**src/multichannel_decimating_averager_macros.svh**
```systemverilog
// Assertion macros for the multichannel decimating averager.
`ifndef MULTICHANNEL_DECIMATING_AVERAGER_MACROS_SVH
`define MULTICHANNEL_DECIMATING_AVERAGER_MACROS_SVH

// Same-cycle implication, checked outside reset.
`define MDA_CHK_IMPLY(lbl, ante, cons, msg) \
  lbl: assert property (@(posedge clk) disable iff (!rst_n) (ante) |-> (cons)) \
    else $error(msg);

// Next-cycle implication, checked outside reset.
`define MDA_CHK_NEXT(lbl, ante, cons, msg) \
  lbl: assert property (@(posedge clk) disable iff (!rst_n) (ante) |=> (cons)) \
    else $error(msg);

`endif

```
**src/mda_pkg.sv**
```systemverilog
// Shared types and constants of the multichannel decimating averager.
package mda_pkg;

  localparam int CFG_IDX_W  = 2;
  localparam int CFG_DATA_W = 64;
  localparam int RAW_W      = 32;
  localparam int CHAN_W     = 2;
  localparam int IDX_W      = 16;
  localparam int COOKED_W   = 48;
  localparam int DECIM_W    = 11;
  localparam int FRAME_W    = 17;
  localparam int LANE_W     = 16;
  localparam int FRAC_BITS  = 12;
  localparam int QUEUE_DEPTH = 4;

  // Largest decimation the 11-bit register can express
  localparam int DECIM_REG_MAX = 2047;
  localparam int FRAME_MAX     = 65536;

  typedef enum logic [CFG_IDX_W-1:0] {
    REG_DECIMATION   = 2'd0,
    REG_SAMPLES_PER_FRAME = 2'd1,
    REG_SCALE_TABLE  = 2'd2,
    REG_OFFSET_TABLE = 2'd3
  } reg_idx_t;

  localparam logic [DECIM_W-1:0]    DECIM_RST  = 11'd1;
  localparam logic [FRAME_W-1:0]    FRAME_RST  = 17'd100;
  localparam logic [CFG_DATA_W-1:0] SCALE_RST  = 64'h1000_1000_1000_1000;
  localparam logic [CFG_DATA_W-1:0] OFFSET_RST = 64'h0;

  localparam logic signed [COOKED_W-1:0] COOKED_MAX = {1'b0, {(COOKED_W-1){1'b1}}};
  localparam logic signed [COOKED_W-1:0] COOKED_MIN = {1'b1, {(COOKED_W-1){1'b0}}};

  // Effective configuration seen by front and back
  typedef struct packed {
    logic [DECIM_W-1:0]    eff_d;
    logic [FRAME_W-1:0]    eff_f;
    logic [CFG_DATA_W-1:0] scale;
    logic [CFG_DATA_W-1:0] offset;
  } cfg_t;

endpackage

```
**src/mda_ifs.sv**
```systemverilog
// Stream interfaces for raw sample words and cooked result words.
interface mda_in_if;
  logic               valid;
  logic               ready;
  logic signed [31:0] raw_sample;

  modport source (output valid, output raw_sample, input ready);
  modport sink   (input valid, input raw_sample, output ready);
endinterface

interface mda_out_if;
  logic               valid;
  logic               ready;
  logic [1:0]         channel;
  logic [15:0]        sample_index;
  logic signed [47:0] cooked_value;
  logic               frame_end;

  modport source (output valid, output channel, output sample_index,
                  output cooked_value, output frame_end, input ready);
  modport sink   (input valid, input channel, input sample_index,
                  input cooked_value, input frame_end, output ready);
endinterface

```
**src/mda_fifo.sv**
```systemverilog
// Small show-ahead job queue between the front and the back.
module mda_fifo #(
  parameter int W     = 61,
  parameter int DEPTH = 4
) (
  input  logic         clk,
  input  logic         rst_n,
  input  logic         push_valid,
  output logic         push_ready,
  input  logic [W-1:0] push_data,
  output logic         pop_valid,
  input  logic         pop_ready,
  output logic [W-1:0] pop_data
);
  localparam int AW = (DEPTH > 1) ? $clog2(DEPTH) : 1;
  localparam int CW = $clog2(DEPTH + 1);

  logic [W-1:0]  mem_r [DEPTH];
  logic [AW-1:0] wptr_r, rptr_r;
  logic [CW-1:0] count_r;
  logic          do_push, do_pop;

  assign push_ready = (count_r != CW'(DEPTH));
  assign pop_valid  = (count_r != '0);
  assign pop_data   = mem_r[rptr_r];
  assign do_push    = push_valid && push_ready;
  assign do_pop     = pop_valid && pop_ready;

  // Store the pushed word
  always_ff @(posedge clk) begin
    if (do_push) begin
      mem_r[wptr_r] <= push_data;
    end
  end

  // Advance pointers and fill count
  always_ff @(posedge clk) begin
    if (!rst_n) begin
      wptr_r  <= '0;
      rptr_r  <= '0;
      count_r <= '0;
    end else begin
      if (do_push) begin
        wptr_r <= (wptr_r == AW'(DEPTH - 1)) ? '0 : wptr_r + 1'b1;
      end
      if (do_pop) begin
        rptr_r <= (rptr_r == AW'(DEPTH - 1)) ? '0 : rptr_r + 1'b1;
      end
      if (do_push && !do_pop) begin
        count_r <= count_r + 1'b1;
      end else if (do_pop && !do_push) begin
        count_r <= count_r - 1'b1;
      end
    end
  end
endmodule

```
**src/mda_front.sv**
```systemverilog
// Front end: accepts raw words, accumulates per channel, queues finished runs.
module mda_front #(
  parameter int NUM_CHANNELS = 4,
  parameter int DW           = 10,
  parameter int SUM_W        = 42,
  parameter int JW           = 61
) (
  input  logic            clk,
  input  logic            rst_n,
  input  mda_pkg::cfg_t   cfg,
  mda_in_if.sink          in_word,
  output logic            push_valid,
  input  logic            push_ready,
  output logic [JW-1:0]   push_data
);
  import mda_pkg::*;

  localparam int CIW = (NUM_CHANNELS > 1) ? $clog2(NUM_CHANNELS) : 1;

  logic signed [SUM_W-1:0] sums_r [NUM_CHANNELS];
  logic [CHAN_W-1:0]       ch_r;
  logic [DW-1:0]           decim_r;
  logic [IDX_W-1:0]        samp_r;

  logic                    accept, last_tp, last_ch, last_sample, frame_end;
  logic [CIW-1:0]          ch_idx;
  logic signed [SUM_W-1:0] new_sum;

  assign in_word.ready = push_ready;
  assign accept        = in_word.valid && in_word.ready;
  assign ch_idx        = ch_r[CIW-1:0];
  assign new_sum       = sums_r[ch_idx] + SUM_W'(in_word.raw_sample);

  // Classify the word: end of run, end of time point, end of frame
  assign last_tp     = (12'(decim_r) + 12'd1) >= {1'b0, cfg.eff_d};
  assign last_ch     = (ch_r == CHAN_W'(NUM_CHANNELS - 1));
  assign last_sample = (17'(samp_r) + 17'd1) >= cfg.eff_f;
  assign frame_end   = last_ch && last_sample;

  assign push_valid = accept && last_tp;
  assign push_data  = {ch_r, samp_r, frame_end, new_sum};

  // Accumulate, and clear a channel once its run is queued
  always_ff @(posedge clk) begin
    if (!rst_n) begin
      for (int i = 0; i < NUM_CHANNELS; i++) begin
        sums_r[i] <= '0;
      end
    end else if (accept) begin
      sums_r[ch_idx] <= last_tp ? '0 : new_sum;
    end
  end

  // Advance channel, decimation and sample counters
  always_ff @(posedge clk) begin
    if (!rst_n) begin
      ch_r    <= '0;
      decim_r <= '0;
      samp_r  <= '0;
    end else if (accept) begin
      if (last_ch) begin
        ch_r <= '0;
        if (last_tp) begin
          decim_r <= '0;
          samp_r  <= last_sample ? '0 : samp_r + 1'b1;
        end else begin
          decim_r <= decim_r + 1'b1;
        end
      end else begin
        ch_r <= ch_r + 1'b1;
      end
    end
  end
endmodule

```
**src/mda_back.sv**
```systemverilog
// Back end: scales, averages by iterative division, offsets and saturates.
module mda_back #(
  parameter int SUM_W = 42,
  parameter int JW    = 61
) (
  input  logic          clk,
  input  logic          rst_n,
  input  mda_pkg::cfg_t cfg,
  input  logic          pop_valid,
  output logic          pop_ready,
  input  logic [JW-1:0] pop_data,
  mda_out_if.source     out_word
);
  import mda_pkg::*;

  localparam int P_W = SUM_W + LANE_W;   // product width
  localparam int NW  = P_W + 1;          // dividend width after rounding bias
  localparam int VW  = NW + 2;           // cooked value before saturation
  localparam int CW  = $clog2(NW);

  typedef enum logic [4:0] {
    B_IDLE = 5'b00001,
    B_MUL  = 5'b00010,
    B_PREP = 5'b00100,
    B_DIV  = 5'b01000,
    B_FIN  = 5'b10000
  } bstate_t;

  bstate_t                 state_r, state_nxt;
  logic [CHAN_W-1:0]       ch_r;
  logic [IDX_W-1:0]        idx_r;
  logic                    fe_r;
  logic signed [SUM_W-1:0] sum_r;
  logic signed [P_W-1:0]   prod_r;
  logic                    neg_r;
  logic [NW-1:0]           div_r;
  logic [DECIM_W-1:0]      rem_r;
  logic [CW-1:0]           cnt_r;

  logic                    out_valid_r;
  logic [CHAN_W-1:0]       out_ch_r;
  logic [IDX_W-1:0]        out_idx_r;
  logic signed [COOKED_W-1:0] out_val_r;
  logic                    out_fe_r;

  logic                    slot_free;
  logic signed [LANE_W-1:0] scale_s, offset_s;
  logic signed [NW-1:0]    prod_ext;
  logic [NW-1:0]           half_ext, biased;
  logic [DECIM_W:0]        trial;
  logic                    ge;
  logic signed [VW-1:0]    off_ext, q_ext, val;
  logic signed [COOKED_W-1:0] sat;

  assign slot_free = !out_valid_r || out_word.ready;
  assign pop_ready = (state_r == B_IDLE);

  assign scale_s  = $signed(cfg.scale[{ch_r, 4'b0000} +: LANE_W]);
  assign offset_s = $signed(cfg.offset[{ch_r, 4'b0000} +: LANE_W]);

  // Magnitude plus half divisor, folded into one add
  assign prod_ext = NW'(prod_r);
  assign half_ext = NW'(cfg.eff_d[DECIM_W-1:1]);
  assign biased   = prod_r[P_W-1] ? (half_ext - prod_ext) : (NW'(prod_ext) + half_ext);

  // One restoring division step
  assign trial = {rem_r, div_r[NW-1]};
  assign ge    = trial >= {1'b0, cfg.eff_d};

  // Apply sign and offset, then clamp to the output range
  assign off_ext = VW'(offset_s) <<< FRAC_BITS;
  assign q_ext   = $signed(VW'(div_r));
  assign val     = neg_r ? (off_ext - q_ext) : (off_ext + q_ext);
  always_comb begin
    if (val[VW-1:COOKED_W-1] == '0 || val[VW-1:COOKED_W-1] == '1) begin
      sat = val[COOKED_W-1:0];
    end else begin
      sat = val[VW-1] ? COOKED_MIN : COOKED_MAX;
    end
  end

  // Sequence one job through multiply, bias, divide and output
  always_comb begin
    state_nxt = state_r;
    case (state_r)
      B_IDLE: if (pop_valid) state_nxt = B_MUL;
      B_MUL:  state_nxt = B_PREP;
      B_PREP: state_nxt = B_DIV;
      B_DIV:  if (cnt_r == '0) state_nxt = B_FIN;
      B_FIN:  if (slot_free) state_nxt = B_IDLE;
      default: state_nxt = B_IDLE;
    endcase
  end

  always_ff @(posedge clk) begin
    if (!rst_n) begin
      state_r <= B_IDLE;
    end else begin
      state_r <= state_nxt;
    end
  end

  // Datapath registers
  always_ff @(posedge clk) begin
    case (state_r)
      B_IDLE: begin
        if (pop_valid) begin
          {ch_r, idx_r, fe_r, sum_r} <= pop_data;
        end
      end
      B_MUL: begin
        prod_r <= sum_r * scale_s;
      end
      B_PREP: begin
        neg_r <= prod_r[P_W-1];
        div_r <= biased;
        rem_r <= '0;
        cnt_r <= CW'(NW - 1);
      end
      B_DIV: begin
        rem_r <= ge ? DECIM_W'(trial - {1'b0, cfg.eff_d}) : trial[DECIM_W-1:0];
        div_r <= {div_r[NW-2:0], ge};
        cnt_r <= cnt_r - 1'b1;
      end
      default: begin
      end
    endcase
  end

  // Output register: load on finish, drop once taken
  always_ff @(posedge clk) begin
    if (!rst_n) begin
      out_valid_r <= 1'b0;
    end else if (state_r == B_FIN && slot_free) begin
      out_valid_r <= 1'b1;
    end else if (out_word.ready) begin
      out_valid_r <= 1'b0;
    end
  end

  always_ff @(posedge clk) begin
    if (state_r == B_FIN && slot_free) begin
      out_ch_r  <= ch_r;
      out_idx_r <= idx_r;
      out_val_r <= sat;
      out_fe_r  <= fe_r;
    end
  end

  assign out_word.valid        = out_valid_r;
  assign out_word.channel      = out_ch_r;
  assign out_word.sample_index = out_idx_r;
  assign out_word.cooked_value = out_val_r;
  assign out_word.frame_end    = out_fe_r;
endmodule

```
**src/multichannel_decimating_averager.sv**
```systemverilog
// Top level of the multichannel decimating averager.
//
//   port      | dir | carries
//   ----------+-----+-----------------------------------------------
//   in_word   | in  | raw_sample, one word per channel per time point
//   out_word  | out | channel, sample_index, cooked_value, frame_end
//   cfg_*     | in  | register writes: index, 64-bit data
//
// The front takes one raw word per cycle while the job queue has room.
// The back works one finished run at a time and takes no new job until it is
// done: one load, one multiply, one bias add, SUM_W + 17 restoring division
// steps of one bit each, and one offset/saturate step that waits for the output slot.
// With a small decimation d the back falls behind; the queue then fills and
// ready drops. Reset clears sums, counters, queue.
module multichannel_decimating_averager #(
  parameter int NUM_CHANNELS   = 4,
  parameter int MAX_DECIMATION = 1024
) (
  input  logic                           clk,
  input  logic                           rst_n,
  mda_in_if.sink                         in_word,
  mda_out_if.source                      out_word,
  input  logic                           cfg_we,
  input  logic [mda_pkg::CFG_IDX_W-1:0]  cfg_index,
  input  logic [mda_pkg::CFG_DATA_W-1:0] cfg_data
);
  import mda_pkg::*;

  localparam int EFF_MAX = (MAX_DECIMATION < DECIM_REG_MAX) ? MAX_DECIMATION : DECIM_REG_MAX;
  localparam int DW      = (EFF_MAX > 1) ? $clog2(EFF_MAX) : 1;
  localparam int SUM_W   = RAW_W + DW;
  localparam int JW      = CHAN_W + IDX_W + 1 + SUM_W;

  logic [DECIM_W-1:0]    decimation_r;
  logic [FRAME_W-1:0]    frame_r;
  logic [CFG_DATA_W-1:0] scale_r, offset_r;
  cfg_t                  cfg;

  logic                  push_valid, push_ready, pop_valid, pop_ready;
  logic [JW-1:0]         push_data, pop_data;

  // Configuration registers
  always_ff @(posedge clk) begin
    if (!rst_n) begin
      decimation_r <= DECIM_RST;
      frame_r      <= FRAME_RST;
      scale_r      <= SCALE_RST;
      offset_r     <= OFFSET_RST;
    end else if (cfg_we) begin
      case (reg_idx_t'(cfg_index))
        REG_DECIMATION:        decimation_r <= cfg_data[DECIM_W-1:0];
        REG_SAMPLES_PER_FRAME: frame_r      <= cfg_data[FRAME_W-1:0];
        REG_SCALE_TABLE:       scale_r      <= cfg_data;
        REG_OFFSET_TABLE:      offset_r     <= cfg_data;
        default: begin
        end
      endcase
    end
  end

  // Clamp decimation and frame length to their legal ranges
  always_comb begin
    if (decimation_r == '0) begin
      cfg.eff_d = DECIM_W'(1);
    end else if (17'(decimation_r) > 17'(EFF_MAX)) begin
      cfg.eff_d = DECIM_W'(EFF_MAX);
    end else begin
      cfg.eff_d = decimation_r;
    end
    if (frame_r == '0) begin
      cfg.eff_f = FRAME_W'(1);
    end else if (frame_r > FRAME_W'(FRAME_MAX)) begin
      cfg.eff_f = FRAME_W'(FRAME_MAX);
    end else begin
      cfg.eff_f = frame_r;
    end
    cfg.scale  = scale_r;
    cfg.offset = offset_r;
  end

  mda_front #(
    .NUM_CHANNELS(NUM_CHANNELS),
    .DW          (DW),
    .SUM_W       (SUM_W),
    .JW          (JW)
  ) u_front (
    .clk       (clk),
    .rst_n     (rst_n),
    .cfg       (cfg),
    .in_word   (in_word),
    .push_valid(push_valid),
    .push_ready(push_ready),
    .push_data (push_data)
  );

  mda_fifo #(
    .W    (JW),
    .DEPTH(QUEUE_DEPTH)
  ) u_queue (
    .clk       (clk),
    .rst_n     (rst_n),
    .push_valid(push_valid),
    .push_ready(push_ready),
    .push_data (push_data),
    .pop_valid (pop_valid),
    .pop_ready (pop_ready),
    .pop_data  (pop_data)
  );

  mda_back #(
    .SUM_W(SUM_W),
    .JW   (JW)
  ) u_back (
    .clk      (clk),
    .rst_n    (rst_n),
    .cfg      (cfg),
    .pop_valid(pop_valid),
    .pop_ready(pop_ready),
    .pop_data (pop_data),
    .out_word (out_word)
  );

  // Checks
  `include "multichannel_decimating_averager_macros.svh"

  `MDA_CHK_IMPLY(a_frame_end_last_ch, out_word.valid && out_word.frame_end, out_word.channel == CHAN_W'(NUM_CHANNELS - 1), "frame end on a channel other than the last")
  `MDA_CHK_IMPLY(a_push_has_room, push_valid, push_ready, "job pushed into a full queue")
  `MDA_CHK_NEXT(a_pop_starts_job, pop_valid && pop_ready, !pop_ready, "back end took a second job without working the first")
endmodule

```
**src/flat_wrapper.sv**
```systemverilog
// flat-port wrapper written by rule: the top's interface ports become plain ports
module multichannel_decimating_averager_flat import mda_pkg::*;
#(
  parameter int NUM_CHANNELS   = 4,
  parameter int MAX_DECIMATION = 1024
)
  (clk, rst_n, cfg_we, cfg_index, cfg_data, in_word_valid, in_word_raw_sample, in_word_ready, out_word_valid, out_word_channel, out_word_sample_index, out_word_cooked_value, out_word_frame_end, out_word_ready);
  mda_in_if in_word_i ();
  mda_out_if out_word_i ();
  input  logic clk;
  input  logic rst_n;
  input  logic cfg_we;
  input  logic [mda_pkg::CFG_IDX_W-1:0] cfg_index;
  input  logic [mda_pkg::CFG_DATA_W-1:0] cfg_data;
  input wire logic [$bits(in_word_i.valid)-1:0] in_word_valid;
  input wire logic [$bits(in_word_i.raw_sample)-1:0] in_word_raw_sample;
  output wire logic [$bits(in_word_i.ready)-1:0] in_word_ready;
  output wire logic [$bits(out_word_i.valid)-1:0] out_word_valid;
  output wire logic [$bits(out_word_i.channel)-1:0] out_word_channel;
  output wire logic [$bits(out_word_i.sample_index)-1:0] out_word_sample_index;
  output wire logic [$bits(out_word_i.cooked_value)-1:0] out_word_cooked_value;
  output wire logic [$bits(out_word_i.frame_end)-1:0] out_word_frame_end;
  input wire logic [$bits(out_word_i.ready)-1:0] out_word_ready;
  assign in_word_i.valid = in_word_valid;
  assign in_word_i.raw_sample = in_word_raw_sample;
  assign in_word_ready = in_word_i.ready;
  assign out_word_valid = out_word_i.valid;
  assign out_word_channel = out_word_i.channel;
  assign out_word_sample_index = out_word_i.sample_index;
  assign out_word_cooked_value = out_word_i.cooked_value;
  assign out_word_frame_end = out_word_i.frame_end;
  assign out_word_i.ready = out_word_ready;
  multichannel_decimating_averager #(.NUM_CHANNELS(NUM_CHANNELS), .MAX_DECIMATION(MAX_DECIMATION)) u_core (.clk(clk), .rst_n(rst_n), .in_word(in_word_i), .out_word(out_word_i), .cfg_we(cfg_we), .cfg_index(cfg_index), .cfg_data(cfg_data));
endmodule
```
**config.mk**
```make
export PLATFORM = sky130hd
export DESIGN_NAME = multichannel_decimating_averager_flat
export DESIGN_NICKNAME = d
export VERILOG_FILES = /design/src/mda_pkg.sv /design/src/mda_ifs.sv /design/src/mda_fifo.sv /design/src/mda_front.sv /design/src/mda_back.sv /design/src/multichannel_decimating_averager.sv /design/src/flat_wrapper.sv
export VERILOG_INCLUDE_DIRS = /design/src /design/src/src
export SDC_FILE = /design/constraint.sdc
export NUM_CORES = 2
export LEC_CHECK = 0
export ABC_AREA = 0
export BUFFER_PORTS_ARGS = -buffer_cell sky130_fd_sc_hd__buf_4
export CORE_UTILIZATION = 40
export CTS_CLUSTER_DIAMETER = 80
export DETAILED_ROUTE_END_ITERATION = 8
export SYNTH_ARGS = -nofsm -noshare
export SYNTH_HDL_FRONTEND = slang
export SYNTH_SLANG_ARGS = --single-unit
```
**constraint.sdc**
```tcl
create_clock -name clk -period 21.5 [get_ports clk]
set_clock_uncertainty 0.15 [all_clocks]
set_input_delay 3.225 -clock clk [delete_from_list [all_inputs] [get_ports clk]]
set_output_delay 3.225 -clock clk [all_outputs]
set_load 0.01 [all_outputs]
```
==> qor.csv <==
metric;value;unit
outcome;finished, final reports clean;
hold path startpoint;u_core.u_back.idx_r[6];
Port Buffers;171;
Peak VDD IR;135.6;uV
root buffer cell;clkbuf_16;
CP endpoint kind;flip-flop;
Die Height;418.4;um
io pins;172;
Synth cell types;99;
Async SR Flop Fraction;0;%
critical path class;reg -> reg;
cell taking the most area after synthesis;edfxtp_1;
Post-synth EDFFs;675;
Synth area leaders;edfxtp_1, fa_1, ha_1, dfxtp_1, nand2_1;
hold_buf cts;0;
DRC;0;
FF+latch count, synth;874;
Critical Path RT;21.80;ns
commonest non-fill, non-tap cell in the layout;nand2_1;
clk sink count;874;
fin. max-slew vios;0;
Via Count;49636;
yosys warns;0;
antenna violations before repair;1;
leakage;0.03146;uW
relative slew slack;16.08;%
pin count of the biggest net entering global routing;114;
crit-path max FO;35;
Reg clk slew, reported paths;0.06;ns
die area;175100;um^2
routability cong.;0.9085;
unrepaired setup endpoints after global routing;false;
Max Freq;0.1046;GHz
Min-Delay Path Class;reg -> reg;
gr ovfl total;0;
RR Startpoint;u_core.u_back.ch_r[0];
sequential area share after synthesis;34.97;%
vias in the first global route;51062;
period utilization;44.46;%
nets@finish;7956;
Fin Setup TNS;0;ns
GR Util All Layers;21.19;%
Main synth FF type;edfxtp_1;
final-report hold violation count;0;
total core area;171900;um^2
cells after synthesis;6885;
syn nets;7952;
area grow syn2layout;9.691;%
Synth top area share;29.22;%
Worst Path Arrival;9.86;ns
site row count;152;
initial core utilization;40.34;%
DR WL/cell;19.93;um
dpl hpwl;139200;um
TritonCTS Buffers;97;
fin crit period;9.558;ns
cts repair resizes;0;
share of layout cells above drive strength 1;8.737;%
Post-Syn Area per Cell;10.07;um^2
CTS H-tree lvls;3;
commonest non-fill, non-tap cells in the layout;nand2_1, inv_1, edfxtp_1;
final core occ;44.25;%
R2R setup slack;11.94;ns
Cell Area, Synth;69360;um^2
Cell Pwr Density;157.0;nW/um^2
CP Launch Type;flip-flop;
Critical Path Source;u_core.u_back.ch_r[0];
CTS tree;built;
Setup Viol. Count Final;0;
Die W;418.4;um
Iter 0 DRT Violations;3554;
global-route wire length before repair;290900;um
setup bufs post-CTS;0;
drt first pass iters;6;
Clock Latency Late Sink;0.75;ns
CTS Buffer Depth;3;
routed wire length;185000;um
Layout fillers;16456;
worst slew pin tran;1.259;ns
Max Cap Viol;0;
Avg Vias per Cell;5.348;
Post-DRT Antenna Nets;0;
final timing paths:
path / end / cells past startpoint
min reg2reg: u_core.u_back.out_word.sample_index[6] / 0
max: u_core.u_back.prod_r[55] / 27
max reg2reg: u_core.u_back.prod_r[55] / 27
min: u_core.u_back.out_word.sample_index[6] / 0
per-stage QoR:
step	std cells	hold slack [ns]	worst slack, ns	instance area [um^2]	power (uW)
floorplan	6885	0.2503	12.90	69360	8099
global placement	9100	0.2562	11.89	72870	10240
detailed placement	9100	0.2552	11.94	72870	10310
CTS	9280	0.2685	11.90	76080	12020
global route	9280	0.2775	11.31	76080	13020
finish	9282	0.2657	11.94	76080	11940
state kept, by name, summed over array words and instances (netlist names), 2 cells and up, named ones only:
name,flops
u_core.u_front.decim_r,10
u_core.u_back.state_r,5
u_core.u_back.sum_r,42
u_core.u_front.sums_r,168
u_core.offset_r,64
u_core.scale_r,64
u_core.u_back.out_word.cooked_value,48
u_core.u_back.idx_r,16
u_core.u_back.rem_r,11
u_core.u_queue.mem_r,244
u_core.u_front.ch_idx,2
u_core.frame_r,17
u_core.u_queue.wptr_r,2
u_core.u_front.samp_r,16
u_core.u_queue.rptr_r,2
u_core.u_back.out_word.sample_index,16
u_core.u_back.prod_r,58
u_core.u_back.out_word.channel,2
u_core.decimation_r,11
u_core.u_back.div_r,59
u_core.u_back.cnt_r,6
u_core.u_back.ch_r,2
u_core.u_queue.count_r,3
power breakdown:
| group | leakage [uW] | total [uW] | switching (uW) | internal [uW] |
|---|---|---|---|---|
| logic | 0.0219 | 7560 | 4650 | 2910 |
| registers | 0.00802 | 2720 | 348 | 2370 |
| clock network | 0.00154 | 1660 | 711 | 953 |
| total | 0.0315 | 11900 | 5710 | 6240 |
metal layers:
metal / global-route usage, % / wire length (um) / vias to the layer above
met5: 0 / 0 / -
met4: 6.860 / 5986 / 0
met3: 3.003 / 9628 / 275
met2: 35.44 / 87960 / 1306
met1: 28.26 / 81460 / 24961
li1: - / - / 23094
synth_stat cells, types with 31 or more instances:
cell	n
xnor2_1	204
buf_1	32
nor2b_1	60
xor2_1	82
mux4_2	133
dfxtp_1	199
o31ai_1	31
nor2_1	417
nand4_1	52
and3_1	35
nand3_1	89
edfxtp_1	675
fa_1	631
nand2b_1	38
a211oi_1	32
nor3_1	89
inv_1	954
ha_1	333
o21ai_0	175
clkbuf_1	284
nor4_1	48
a21boi_0	161
nand2_1	985
o21a_1	33
o21bai_1	36
a31oi_1	34
a21oi_1	326
a21o_1	104
and2_1	250
cell type report:
cell class / count / area [um^2] / area share (%)
diodes: 2 / 5.005 / 0.006578
clock inverters: 57 / 636.9 / 0.8371
well taps: 2310 / 2890 / 3.799
clock buffers: 123 / 2567 / 3.375
repair buffers: 233 / 1749 / 2.299
flip-flops and latches: 874 / 24260 / 31.89
inverters: 954 / 3581 / 4.707
multi-input cells: 4729 / 40390 / 53.09
logic make-up after synthesis:
family                   Yosys count  share of synthesized area, %
AND/OR/NAND/NOR                 2192                         14.77
multiplexers                     164                         4.771
buffers and inverters           1282                         6.969
XOR/XNOR                         288                         3.658
adder cells (fa/ha/maj)          964                         24.22
flip-flops                       874                         34.97
AO/OA/AOI/OAI                   1121                         10.65
worst max-delay path, cell delays in order, from the launching register on:
cell      delay (ns)
edfxtp_1        0.32
buf_4           0.59
mux4_2          0.84
buf_4           0.37
nand2_1         0.11
fa_1            0.54
inv_1           0.05
fa_1            0.54
inv_1           0.05
fa_1            0.50
inv_1           0.05
fa_1            0.48
fa_1            0.49
inv_1           0.05
fa_1            0.60
inv_1           0.06
ha_1            0.38
a2111o_1        0.45
a31oi_1         0.16
o31ai_1         0.16
o31a_1          0.37
o41a_1          0.45
o31ai_1         0.44
o22ai_1         0.17
o41ai_1         0.44
nor2b_1         0.10
o21ai_0         0.16
a21oi_1         0.09
Note: power is estimated with default switching activity, not from simulation.
